[src/rtl/pee_pkg.sv]
// Shared types, constants and the control program of the postfix expression evaluator.
`default_nettype none

package pee_pkg;

  localparam int STACK_DEPTH = 128;
  localparam int VALUE_WIDTH = 16;

  localparam int TOKEN_W = 8;
  localparam int OUT_W   = 16;
  localparam int CNT_W   = $clog2(STACK_DEPTH + 1);
  localparam int ADDR_W  = $clog2(STACK_DEPTH);
  localparam int PC_W    = 4;

  localparam logic [TOKEN_W-1:0] CH_ZERO = 8'h30;
  localparam logic [TOKEN_W-1:0] CH_ADD  = 8'h2B;
  localparam logic [TOKEN_W-1:0] CH_SUB  = 8'h2D;
  localparam logic [TOKEN_W-1:0] CH_MUL  = 8'h2A;
  localparam logic [TOKEN_W-1:0] CH_DIV  = 8'h2F;

  typedef enum logic [1:0] {
    ST_OK    = 2'd0,
    ST_UNDER = 2'd1,
    ST_OVER  = 2'd2,
    ST_DIV0  = 2'd3
  } status_t;

  typedef enum logic [3:0] {
    ACT_NOP,
    ACT_ACCEPT,
    ACT_READ,
    ACT_PUSH,
    ACT_UNDER,
    ACT_ALU,
    ACT_DZERO,
    ACT_DSTART,
    ACT_DWB,
    ACT_EMIT
  } act_t;

  typedef enum logic [3:0] {
    C_ALWAYS,
    C_NO_IN,
    C_IS_OP,
    C_CNT_LT2,
    C_IS_DIV,
    C_B_ZERO,
    C_DIV_BUSY,
    C_LAST,
    C_OUT_BUSY
  } cond_sel_t;

  typedef struct packed {
    act_t             act;
    cond_sel_t        cond;
    logic [PC_W-1:0]  tgt_hit;
    logic [PC_W-1:0]  tgt_miss;
  } uword_t;

  typedef struct packed {
    logic is_op;
    logic is_div;
    logic cnt_lt2;
    logic b_zero;
    logic last;
    logic div_busy;
  } dp_flags_t;

  typedef struct packed {
    logic      in_valid;
    logic      out_busy;
    dp_flags_t dp;
  } seq_flags_t;

  localparam logic [PC_W-1:0] STEP_FETCH  = 4'd0;
  localparam logic [PC_W-1:0] STEP_DECODE = 4'd1;
  localparam logic [PC_W-1:0] STEP_PUSH   = 4'd2;
  localparam logic [PC_W-1:0] STEP_CHECK  = 4'd3;
  localparam logic [PC_W-1:0] STEP_UNDER  = 4'd4;
  localparam logic [PC_W-1:0] STEP_SELECT = 4'd5;
  localparam logic [PC_W-1:0] STEP_ARITH  = 4'd6;
  localparam logic [PC_W-1:0] STEP_DIVCHK = 4'd7;
  localparam logic [PC_W-1:0] STEP_DZERO  = 4'd8;
  localparam logic [PC_W-1:0] STEP_DSTART = 4'd9;
  localparam logic [PC_W-1:0] STEP_DWAIT  = 4'd10;
  localparam logic [PC_W-1:0] STEP_DWB    = 4'd11;
  localparam logic [PC_W-1:0] STEP_EMIT   = 4'd12;

  function automatic uword_t ucode(input logic [PC_W-1:0] pc);
    uword_t w;
    case (pc)
      STEP_FETCH:  w = '{ACT_ACCEPT, C_NO_IN,    STEP_FETCH,  STEP_DECODE};
      STEP_DECODE: w = '{ACT_READ,   C_IS_OP,    STEP_CHECK,  STEP_PUSH};
      STEP_PUSH:   w = '{ACT_PUSH,   C_LAST,     STEP_EMIT,   STEP_FETCH};
      STEP_CHECK:  w = '{ACT_NOP,    C_CNT_LT2,  STEP_UNDER,  STEP_SELECT};
      STEP_UNDER:  w = '{ACT_UNDER,  C_LAST,     STEP_EMIT,   STEP_FETCH};
      STEP_SELECT: w = '{ACT_NOP,    C_IS_DIV,   STEP_DIVCHK, STEP_ARITH};
      STEP_ARITH:  w = '{ACT_ALU,    C_LAST,     STEP_EMIT,   STEP_FETCH};
      STEP_DIVCHK: w = '{ACT_NOP,    C_B_ZERO,   STEP_DZERO,  STEP_DSTART};
      STEP_DZERO:  w = '{ACT_DZERO,  C_LAST,     STEP_EMIT,   STEP_FETCH};
      STEP_DSTART: w = '{ACT_DSTART, C_ALWAYS,   STEP_DWAIT,  STEP_DWAIT};
      STEP_DWAIT:  w = '{ACT_NOP,    C_DIV_BUSY, STEP_DWAIT,  STEP_DWB};
      STEP_DWB:    w = '{ACT_DWB,    C_LAST,     STEP_EMIT,   STEP_FETCH};
      STEP_EMIT:   w = '{ACT_EMIT,   C_OUT_BUSY, STEP_EMIT,   STEP_FETCH};
      default:     w = '{ACT_NOP,    C_ALWAYS,   STEP_FETCH,  STEP_FETCH};
    endcase
    return w;
  endfunction

  function automatic logic [OUT_W-1:0] to_out(input logic [VALUE_WIDTH-1:0] v);
    logic signed [VALUE_WIDTH-1:0] sv;
    sv = v;
    return OUT_W'(sv);
  endfunction

  function automatic logic [VALUE_WIDTH-1:0] magnitude(input logic [VALUE_WIDTH-1:0] v);
    return v[VALUE_WIDTH-1] ? (~v + VALUE_WIDTH'(1)) : v;
  endfunction

endpackage

`default_nettype wire

[src/rtl/pee_div.sv]
// Iterative signed divider, one quotient bit per cycle, truncating toward zero.
`default_nettype none

module pee_div (
  input  wire logic                             clk,
  input  wire logic                             rst_n,
  input  wire logic                             start,
  input  wire logic [pee_pkg::VALUE_WIDTH-1:0]  dividend,
  input  wire logic [pee_pkg::VALUE_WIDTH-1:0]  divisor,
  output logic                                  busy,
  output logic [pee_pkg::VALUE_WIDTH-1:0]       quotient
);

  localparam int VW   = pee_pkg::VALUE_WIDTH;
  localparam int STEP_W = $clog2(VW + 1);

  logic [STEP_W-1:0] step_r;
  logic [VW-1:0]     rem_r;
  logic [VW-1:0]     quo_r;
  logic [VW-1:0]     dvs_r;
  logic              neg_r;
  logic [VW:0]       rem_shift;
  logic              fits;

  assign rem_shift = {rem_r, quo_r[VW-1]};
  assign fits      = rem_shift >= {1'b0, dvs_r};
  assign busy      = step_r != '0;
  assign quotient  = neg_r ? (~quo_r + VW'(1)) : quo_r;

  always_ff @(posedge clk) begin
    if (!rst_n) begin
      step_r <= '0;
    end else if (start) begin
      step_r <= STEP_W'(VW);
    end else if (busy) begin
      step_r <= step_r - STEP_W'(1);
    end
  end

  always_ff @(posedge clk) begin
    if (start) begin
      rem_r <= '0;
      quo_r <= pee_pkg::magnitude(dividend);
      dvs_r <= pee_pkg::magnitude(divisor);
      neg_r <= dividend[VW-1] ^ divisor[VW-1];
    end else if (busy) begin
      rem_r <= fits ? VW'(rem_shift - {1'b0, dvs_r}) : VW'(rem_shift);
      quo_r <= {quo_r[VW-2:0], fits};
    end
  end

  a_start_busy: assert property (@(posedge clk) disable iff (!rst_n) start |=> busy)
    else $error("Divider did not go busy after start.");

endmodule

`default_nettype wire

[src/rtl/pee_seq.sv]
// Microcode sequencer: step counter, control program lookup and conditional jumps.
`default_nettype none

module pee_seq (
  input  wire logic                 clk,
  input  wire logic                 rst_n,
  input  wire pee_pkg::seq_flags_t  flags,
  output pee_pkg::act_t             act
);

  logic [pee_pkg::PC_W-1:0] pc_r;
  logic [pee_pkg::PC_W-1:0] pc_nxt;
  pee_pkg::uword_t          uw;
  logic                     hit;

  assign uw  = pee_pkg::ucode(pc_r);
  assign act = uw.act;

  always_comb begin
    case (uw.cond)
      pee_pkg::C_ALWAYS:   hit = 1'b1;
      pee_pkg::C_NO_IN:    hit = !flags.in_valid;
      pee_pkg::C_IS_OP:    hit = flags.dp.is_op;
      pee_pkg::C_CNT_LT2:  hit = flags.dp.cnt_lt2;
      pee_pkg::C_IS_DIV:   hit = flags.dp.is_div;
      pee_pkg::C_B_ZERO:   hit = flags.dp.b_zero;
      pee_pkg::C_DIV_BUSY: hit = flags.dp.div_busy;
      pee_pkg::C_LAST:     hit = flags.dp.last;
      pee_pkg::C_OUT_BUSY: hit = flags.out_busy;
      default:             hit = 1'b0;
    endcase
    pc_nxt = hit ? uw.tgt_hit : uw.tgt_miss;
  end

  always_ff @(posedge clk) begin
    if (!rst_n) begin
      pc_r <= pee_pkg::STEP_FETCH;
    end else begin
      pc_r <= pc_nxt;
    end
  end

endmodule

`default_nettype wire

[src/rtl/pee_dp.sv]
// Datapath: value stack memory with top-of-stack register, ALU, error tracking and divider.
`default_nettype none

module pee_dp (
  input  wire logic                               clk,
  input  wire logic                               rst_n,
  input  wire pee_pkg::act_t                      act,
  input  wire logic                               in_go,
  input  wire logic                               emit_go,
  input  wire logic [pee_pkg::TOKEN_W-1:0]        in_token,
  input  wire logic                               in_last,
  output pee_pkg::dp_flags_t                      flags,
  output logic [pee_pkg::OUT_W-1:0]               emit_value,
  output pee_pkg::status_t                        emit_status
);

  localparam int VW     = pee_pkg::VALUE_WIDTH;
  localparam int CNT_W  = pee_pkg::CNT_W;
  localparam int ADDR_W = pee_pkg::ADDR_W;

  logic [VW-1:0]               mem [pee_pkg::STACK_DEPTH];
  logic [VW-1:0]               rd_q_r;
  logic [VW-1:0]               tos_r;
  logic [VW-1:0]               tos_nxt;
  logic [CNT_W-1:0]            count_r;
  logic [CNT_W-1:0]            count_nxt;
  pee_pkg::status_t            err_r;
  pee_pkg::status_t            err_nxt;
  pee_pkg::status_t            err_raise;
  logic [pee_pkg::TOKEN_W-1:0] token_r;
  logic                        last_r;
  logic                        mem_we;
  logic [CNT_W-1:0]            wr_idx;
  logic [CNT_W-1:0]            rd_idx;
  logic [VW-1:0]               prod;
  logic [VW-1:0]               alu_res;
  logic [VW-1:0]               push_val;
  logic [VW-1:0]               emit_sel;
  logic                        div_busy;
  logic [VW-1:0]               div_q;

  assign wr_idx   = count_r - CNT_W'(1);
  assign rd_idx   = count_r - CNT_W'(2);
  assign prod     = rd_q_r * tos_r;
  assign push_val = VW'(token_r) - VW'(pee_pkg::CH_ZERO);

  always_comb begin
    flags.is_op    = token_r inside {pee_pkg::CH_ADD, pee_pkg::CH_SUB,
                                     pee_pkg::CH_MUL, pee_pkg::CH_DIV};
    flags.is_div   = token_r == pee_pkg::CH_DIV;
    flags.cnt_lt2  = count_r < CNT_W'(2);
    flags.b_zero   = tos_r == '0;
    flags.last     = last_r;
    flags.div_busy = div_busy;
  end

  always_comb begin
    case (token_r)
      pee_pkg::CH_ADD: alu_res = rd_q_r + tos_r;
      pee_pkg::CH_SUB: alu_res = rd_q_r - tos_r;
      default:         alu_res = prod;
    endcase
  end

  always_comb begin
    if (count_r == '0 && err_r == pee_pkg::ST_OK) begin
      emit_status = pee_pkg::ST_UNDER;
    end else begin
      emit_status = err_r;
    end
    emit_sel   = (count_r == '0 || emit_status != pee_pkg::ST_OK) ? '0 : tos_r;
    emit_value = pee_pkg::to_out(emit_sel);
  end

  always_comb begin
    count_nxt = count_r;
    tos_nxt   = tos_r;
    err_raise = pee_pkg::ST_OK;
    mem_we    = 1'b0;
    case (act)
      pee_pkg::ACT_PUSH: begin
        if (count_r == CNT_W'(pee_pkg::STACK_DEPTH)) begin
          err_raise = pee_pkg::ST_OVER;
        end else begin
          mem_we    = count_r != '0;
          tos_nxt   = push_val;
          count_nxt = count_r + CNT_W'(1);
        end
      end
      pee_pkg::ACT_UNDER: begin
        err_raise = pee_pkg::ST_UNDER;
        tos_nxt   = '0;
        count_nxt = CNT_W'(1);
      end
      pee_pkg::ACT_ALU: begin
        tos_nxt   = alu_res;
        count_nxt = wr_idx;
      end
      pee_pkg::ACT_DZERO: begin
        err_raise = pee_pkg::ST_DIV0;
        tos_nxt   = '0;
        count_nxt = wr_idx;
      end
      pee_pkg::ACT_DWB: begin
        tos_nxt   = div_q;
        count_nxt = wr_idx;
      end
      pee_pkg::ACT_EMIT: begin
        if (emit_go) begin
          count_nxt = '0;
        end
      end
      default: begin
      end
    endcase
    if (emit_go) begin
      err_nxt = pee_pkg::ST_OK;
    end else if (err_r == pee_pkg::ST_OK) begin
      err_nxt = err_raise;
    end else begin
      err_nxt = err_r;
    end
  end

  always_ff @(posedge clk) begin
    if (!rst_n) begin
      count_r <= '0;
      err_r   <= pee_pkg::ST_OK;
    end else begin
      count_r <= count_nxt;
      err_r   <= err_nxt;
    end
  end

  always_ff @(posedge clk) begin
    tos_r <= tos_nxt;
    if (in_go) begin
      token_r <= in_token;
      last_r  <= in_last;
    end
  end

  always_ff @(posedge clk) begin
    if (mem_we) begin
      mem[wr_idx[ADDR_W-1:0]] <= tos_r;
    end
    if (act == pee_pkg::ACT_READ) begin
      rd_q_r <= mem[rd_idx[ADDR_W-1:0]];
    end
  end

  pee_div u_div (
    .clk      (clk),
    .rst_n    (rst_n),
    .start    (act == pee_pkg::ACT_DSTART),
    .dividend (rd_q_r),
    .divisor  (tos_r),
    .busy     (div_busy),
    .quotient (div_q)
  );

  a_count_bound: assert property (@(posedge clk) disable iff (!rst_n)
    count_r <= CNT_W'(pee_pkg::STACK_DEPTH))
    else $error("Stack count above depth.");

  a_emit_clear: assert property (@(posedge clk) disable iff (!rst_n)
    emit_go |=> (count_r == '0 && err_r == pee_pkg::ST_OK))
    else $error("Stack or status not cleared after result.");

  a_alu_pop: assert property (@(posedge clk) disable iff (!rst_n)
    (act == pee_pkg::ACT_ALU) |=> count_r == $past(count_r) - CNT_W'(1))
    else $error("Binary operation did not shrink the stack by one.");

endmodule

`default_nettype wire

[src/rtl/postfix_expression_evaluator_core.sv]
// Top level of the postfix expression evaluator: sequencer, datapath and result register.
//
//   channel  direction  word               handshake
//   in_      input      token, last        in_valid / in_ready
//   out_     output     value, status      out_valid / out_ready
//
// A digit word runs fetch, decode and push; an add, subtract or multiply runs fetch,
// decode, check, select and arith; a divide replaces arith with divchk, dstart, dwait and
// dwb, dwait paced by the one-bit-per-cycle divider; a word marked last adds emit.
// Reset is synchronous and active low and leaves the stack empty with no error.
// A result waiting in the output register does not stop the next word from being
// taken; only the following result waits until out_ready frees the register.
`default_nettype none

module postfix_expression_evaluator_core (
  input  wire logic                          clk,
  input  wire logic                          rst_n,
  input  wire logic                          in_valid,
  output logic                               in_ready,
  input  wire logic [pee_pkg::TOKEN_W-1:0]   in_token,
  input  wire logic                          in_last,
  output logic                               out_valid,
  input  wire logic                          out_ready,
  output logic [pee_pkg::OUT_W-1:0]          out_value,
  output logic [1:0]                         out_status
);

  pee_pkg::act_t              act;
  pee_pkg::seq_flags_t        flags;
  pee_pkg::dp_flags_t         dp_flags;
  logic [pee_pkg::OUT_W-1:0]  emit_value;
  pee_pkg::status_t           emit_status;
  logic                       in_go;
  logic                       emit_go;
  logic                       out_valid_r;
  logic [pee_pkg::OUT_W-1:0]  out_value_r;
  pee_pkg::status_t           out_status_r;

  assign in_ready   = act == pee_pkg::ACT_ACCEPT;
  assign in_go      = in_valid && in_ready;
  assign emit_go    = (act == pee_pkg::ACT_EMIT) && !out_valid_r;
  assign out_valid  = out_valid_r;
  assign out_value  = out_value_r;
  assign out_status = out_status_r;

  always_comb begin
    flags.in_valid = in_valid;
    flags.out_busy = out_valid_r;
    flags.dp       = dp_flags;
  end

  pee_seq u_seq (
    .clk   (clk),
    .rst_n (rst_n),
    .flags (flags),
    .act   (act)
  );

  pee_dp u_dp (
    .clk         (clk),
    .rst_n       (rst_n),
    .act         (act),
    .in_go       (in_go),
    .emit_go     (emit_go),
    .in_token    (in_token),
    .in_last     (in_last),
    .flags       (dp_flags),
    .emit_value  (emit_value),
    .emit_status (emit_status)
  );

  always_ff @(posedge clk) begin
    if (!rst_n) begin
      out_valid_r <= 1'b0;
    end else if (emit_go) begin
      out_valid_r <= 1'b1;
    end else if (out_ready) begin
      out_valid_r <= 1'b0;
    end
  end

  always_ff @(posedge clk) begin
    if (emit_go) begin
      out_value_r  <= emit_value;
      out_status_r <= emit_status;
    end
  end

  a_err_value_zero: assert property (@(posedge clk) disable iff (!rst_n)
    (out_valid && out_status != pee_pkg::ST_OK) |-> out_value == '0)
    else $error("Result value not zero on an error status.");

endmodule

`default_nettype wire
[config.mk]
export PLATFORM = sky130hd
export DESIGN_NAME = postfix_expression_evaluator_core
export DESIGN_NICKNAME = d
export VERILOG_FILES = /design/src/rtl/pee_pkg.sv /design/src/rtl/pee_div.sv /design/src/rtl/pee_seq.sv /design/src/rtl/pee_dp.sv /design/src/rtl/postfix_expression_evaluator_core.sv
export SDC_FILE = /design/constraint.sdc
export NUM_CORES = 2
export LEC_CHECK = 0
export ABC_AREA = 1
export BUFFER_PORTS_ARGS = -buffer_cell sky130_fd_sc_hd__buf_2
export CAP_MARGIN = 40
export CORE_ASPECT_RATIO = 0.9
export CORE_MARGIN = 4
export CORE_UTILIZATION = 35
export CTS_CLUSTER_SIZE = 30
export DETAILED_ROUTE_END_ITERATION = 12
export PLACE_DENSITY = 0.55
export SYNTH_ARGS = -nofsm -noshare
export SYNTH_HDL_FRONTEND = slang
export SYNTH_SLANG_ARGS = --single-unit
[constraint.sdc]
create_clock -name clk -period 22 [get_ports clk]
set_input_delay 1.1 -clock clk [delete_from_list [all_inputs] [get_ports clk]]
set_output_delay 1.1 -clock clk [all_outputs]
set_load 0.01 [all_outputs]
==> run metrics <==
CTS tree=built; clock sinks=about 2200; share of cells above drive strength 1=under 10%; Clock transition at path regs=~0.070 ns; sum of negative setup slack=0 ns; I/O Pins=33; worst hold path type=in2reg; Yosys warnings=0; Worst Path Required=22.54 ns; Fin Clk Skew=between 0.07 and 0.08 ns; Yosys top cell area share=about two thirds; Rows=180; Min Clock Period, post-route=between 6 and 7 ns; Synth Area in XOR/XNOR=less than 1%; CP cell instances=buf_4, buf_4, nand2_1, fa_1, fa_1, fa_1, fa_1, fa_1, fa_1, inv_1, ha_1, a21o_1, and3_1, a211oi_1, nand3_1, nand2_1, nand3_1, nand3_1, nand3_1; total grt overflow=0; starting density of the core=between 30% and 40%; clock tree buffer depth=3; first-pass GRT wire length=a little over 400000 µm; crit-path max FO=74; Most used DFF post-synth=edfxtp_1; # resized after CTS=0; WL per Instance=about 24 µm; Syn Area/Cell=11.6 µm²; Setup crit end kind=flip-flop; Crit Path Class=reg2reg; Post-synth top cells=2140 x edfxtp_1, 1311 x nor2_1, 1115 x o21ai_0; RR Endpoint=u_dp.tos_r[15]; DRC Markers=0; Core ar.=between 200000 and 300000 µm²; H-tree Lvls=4; critical path's largest stage delay=between 0.7 and 0.8 ns; Synth area leader=edfxtp_1; Max Cap Viol=0; top-count cell post-synth=edfxtp_1; slew of the pin with the lowest slew margin=1.03 ns; Hold-fix buffers, CTS=0; Final period util=a little under a third; Hold Path End=u_dp.last_r; clk root buf=clkbuf_16; Synth cell types=52; gpl congestion=0.856; All-Layer GR Usage=approximately 20%; CP most frequent cell=fa_1; vias in the first global route=between 60000 and 70000; post-synthesis register bit count=between 2000 and 2500; cts bufs inserted=218; Final nets=8251; largest net degree at the start of global routing=181; Final ANT Viol Nets=0; status=completed; Syn-to-layout area delta=12.7%; Synth Area in Compound Gates=about a tenth; unrepaired setup endpoints after global routing=no; FMAX=about 150 MHz; DP HPWL=roughly 160000 µm; slowest CP cell=buf_4; R2R depth=19; Arr. time, crit path=between 7 and 8 ns; crit start category=flip-flop; die area=approximately 280000 µm²; final setup violation count=0; Synthesized Nets=8270; register area share after synthesis=between 60% and 70%; WHS Path Cells=1; TritonRoute pass-1 iters=6; clock latency on the worst-skew pair=a little under 0.9 ns; Via density=between 5 and 6; final hold vios=0; FFs w/ async S/R, synth=0%; hold wc startpoint=in_last; Cell Area, Synth=~94000 µm²; Via Count=64000; n_diodes=0; multiplexer share of the synthesized area=0%; Synth Area in Simple Gates=roughly 13%; worst reg2reg startpoint=u_dp.tos_r[6]; max-slew violations=0; post-synthesis adder-cell area fraction=between 3 and 4%; Area contributors post-synth=edfxtp_1 68%, o21ai_0 5.9%, nor2_1 5.2%; antenna violations before repair=5; setup repair bufs after CTS=0; Worst slew margin=between 30% and 40%; Die Wd=554 µm; WL final=roughly 280000 µm; initial DRC count=7794; port bufs=32; Post-synth EDFFs=around 2100; r2r setup slk=around 15 ns; largest family of logic cells by synthesized area=simple AND/OR/NAND/NOR gates; Syn Inst Count=8076; die height=~500 µm
==> per-layer routing <==
| layer | GRT usage (%) | wire length (µm) |
|---|---|---|
| met5 | 0 | 27 |
| met4 | 5.27 | 7090 |
| met3 | 3.35 | 22300 |
| met2 | 30.1 | 125000 |
| met1 | 28.5 | 124000 |
==> worst max-delay path by stage <==
stage	slack (ns)	end	startpoint	cells past startpoint
floorplan	14.89	u_dp.tos_r[14]	u_dp.tos_r[1]	22
global route	14.97	u_dp.tos_r[14]	u_dp.tos_r[8]	19
CTS	15.28	u_dp.tos_r[15]	u_dp.tos_r[6]	19
global placement	15.31	u_dp.tos_r[15]	u_dp.tos_r[5]	19
finish	15.30	u_dp.tos_r[15]	u_dp.tos_r[6]	19
detailed placement	15.34	u_dp.tos_r[15]	u_dp.tos_r[6]	19
==> cell usage in the layout, fill, tap and decap left out, types with 15 or more instances in the layout <==
master / n
dfxtp_1: 45
edfxtp_1: 2140
o211ai_1: 24
nor2_1: 1310
o22ai_1: 514
clkinv_2: 41
nand3_1: 481
clkinv_1: 60
a21oi_1: 128
buf_12: 22
inv_1: 359
xnor2_1: 15
nor3_1: 60
fa_1: 82
xor2_1: 44
buf_2: 36
ha_1: 98
clkbuf_16: 219
clkbuf_1: 46
bufinv_16: 18
o21ai_0: 1115
nand2_1: 1008
buf_4: 213
==> through the flow <==
stage / cell area, µm² / std cells / worst slack [ns] / utilization (%) / hold slack, ns
6_report: 106000 / 11800 / 15.30 / 39.7 / 0.457
5_1_grt: 106000 / 11800 / 14.97 / 39.7 / 0.411
2_1_floorplan: 94000 / 8076 / 14.89 / - / 0.445
3_3_place_gp: 98400 / 11400 / 15.31 / 36.8 / 0.459
3_5_place_dp: 99000 / 11400 / 15.34 / 37.0 / 0.462
4_1_cts: 106000 / 11800 / 15.28 / 39.7 / 0.381
==> area by class of cell <==
cell class / instances / area (µm²)
Tap cell: 3549 / 4440
Inverter: 371 / 1430
Fill cell: 25200 / 161000
Multi-Input combinational cell: 4994 / 25300
Timing Repair Buffer: 285 / 2560
Clock inverter: 142 / 1400
Clock buffer: 265 / 5650
Sequential cell: 2187 / 65200
==> critical path: cells and delay by family, from the launching register on <==
kind	cells	cell delay, ns
adder cells (fa/ha/maj)	7	3.35
AO/OA/AOI/OAI	2	0.40
AND/OR/NAND/NOR	7	0.78
flip-flops	1	0.32
buffers and inverters	3	1.35
==> registers in the layout, indices dropped and copies added (netlist names), 5 cells and up <==
name and flops:
u_dp.u_div.rem_r 16, u_dp.u_div.quo_r 16, u_dp.count_r 8, u_dp.u_div.step_r 5
out_value 16, u_seq.uw 15, u_dp.u_div.dvs_r 16, u_dp.mem 2048
u_dp.token_r 8, u_dp.rd_q_r 16, u_dp.tos_r 16
==> cells by family (layout without fill, tap and decap cells) <==
| group | after synthesis | count (layout) |
|---|---|---|
| compound gates | 1833 | 1833 |
| xor+xnor | 64 | 64 |
| fa+ha+maj | 181 | 181 |
| buf+inv | 895 | 1063 |
| flops | 2187 | 2187 |
| simple gates | 2916 | 2916 |
Power is not shown: default switching activity piles up to over one toggle a cycle in this logic, so the estimate is an artifact.
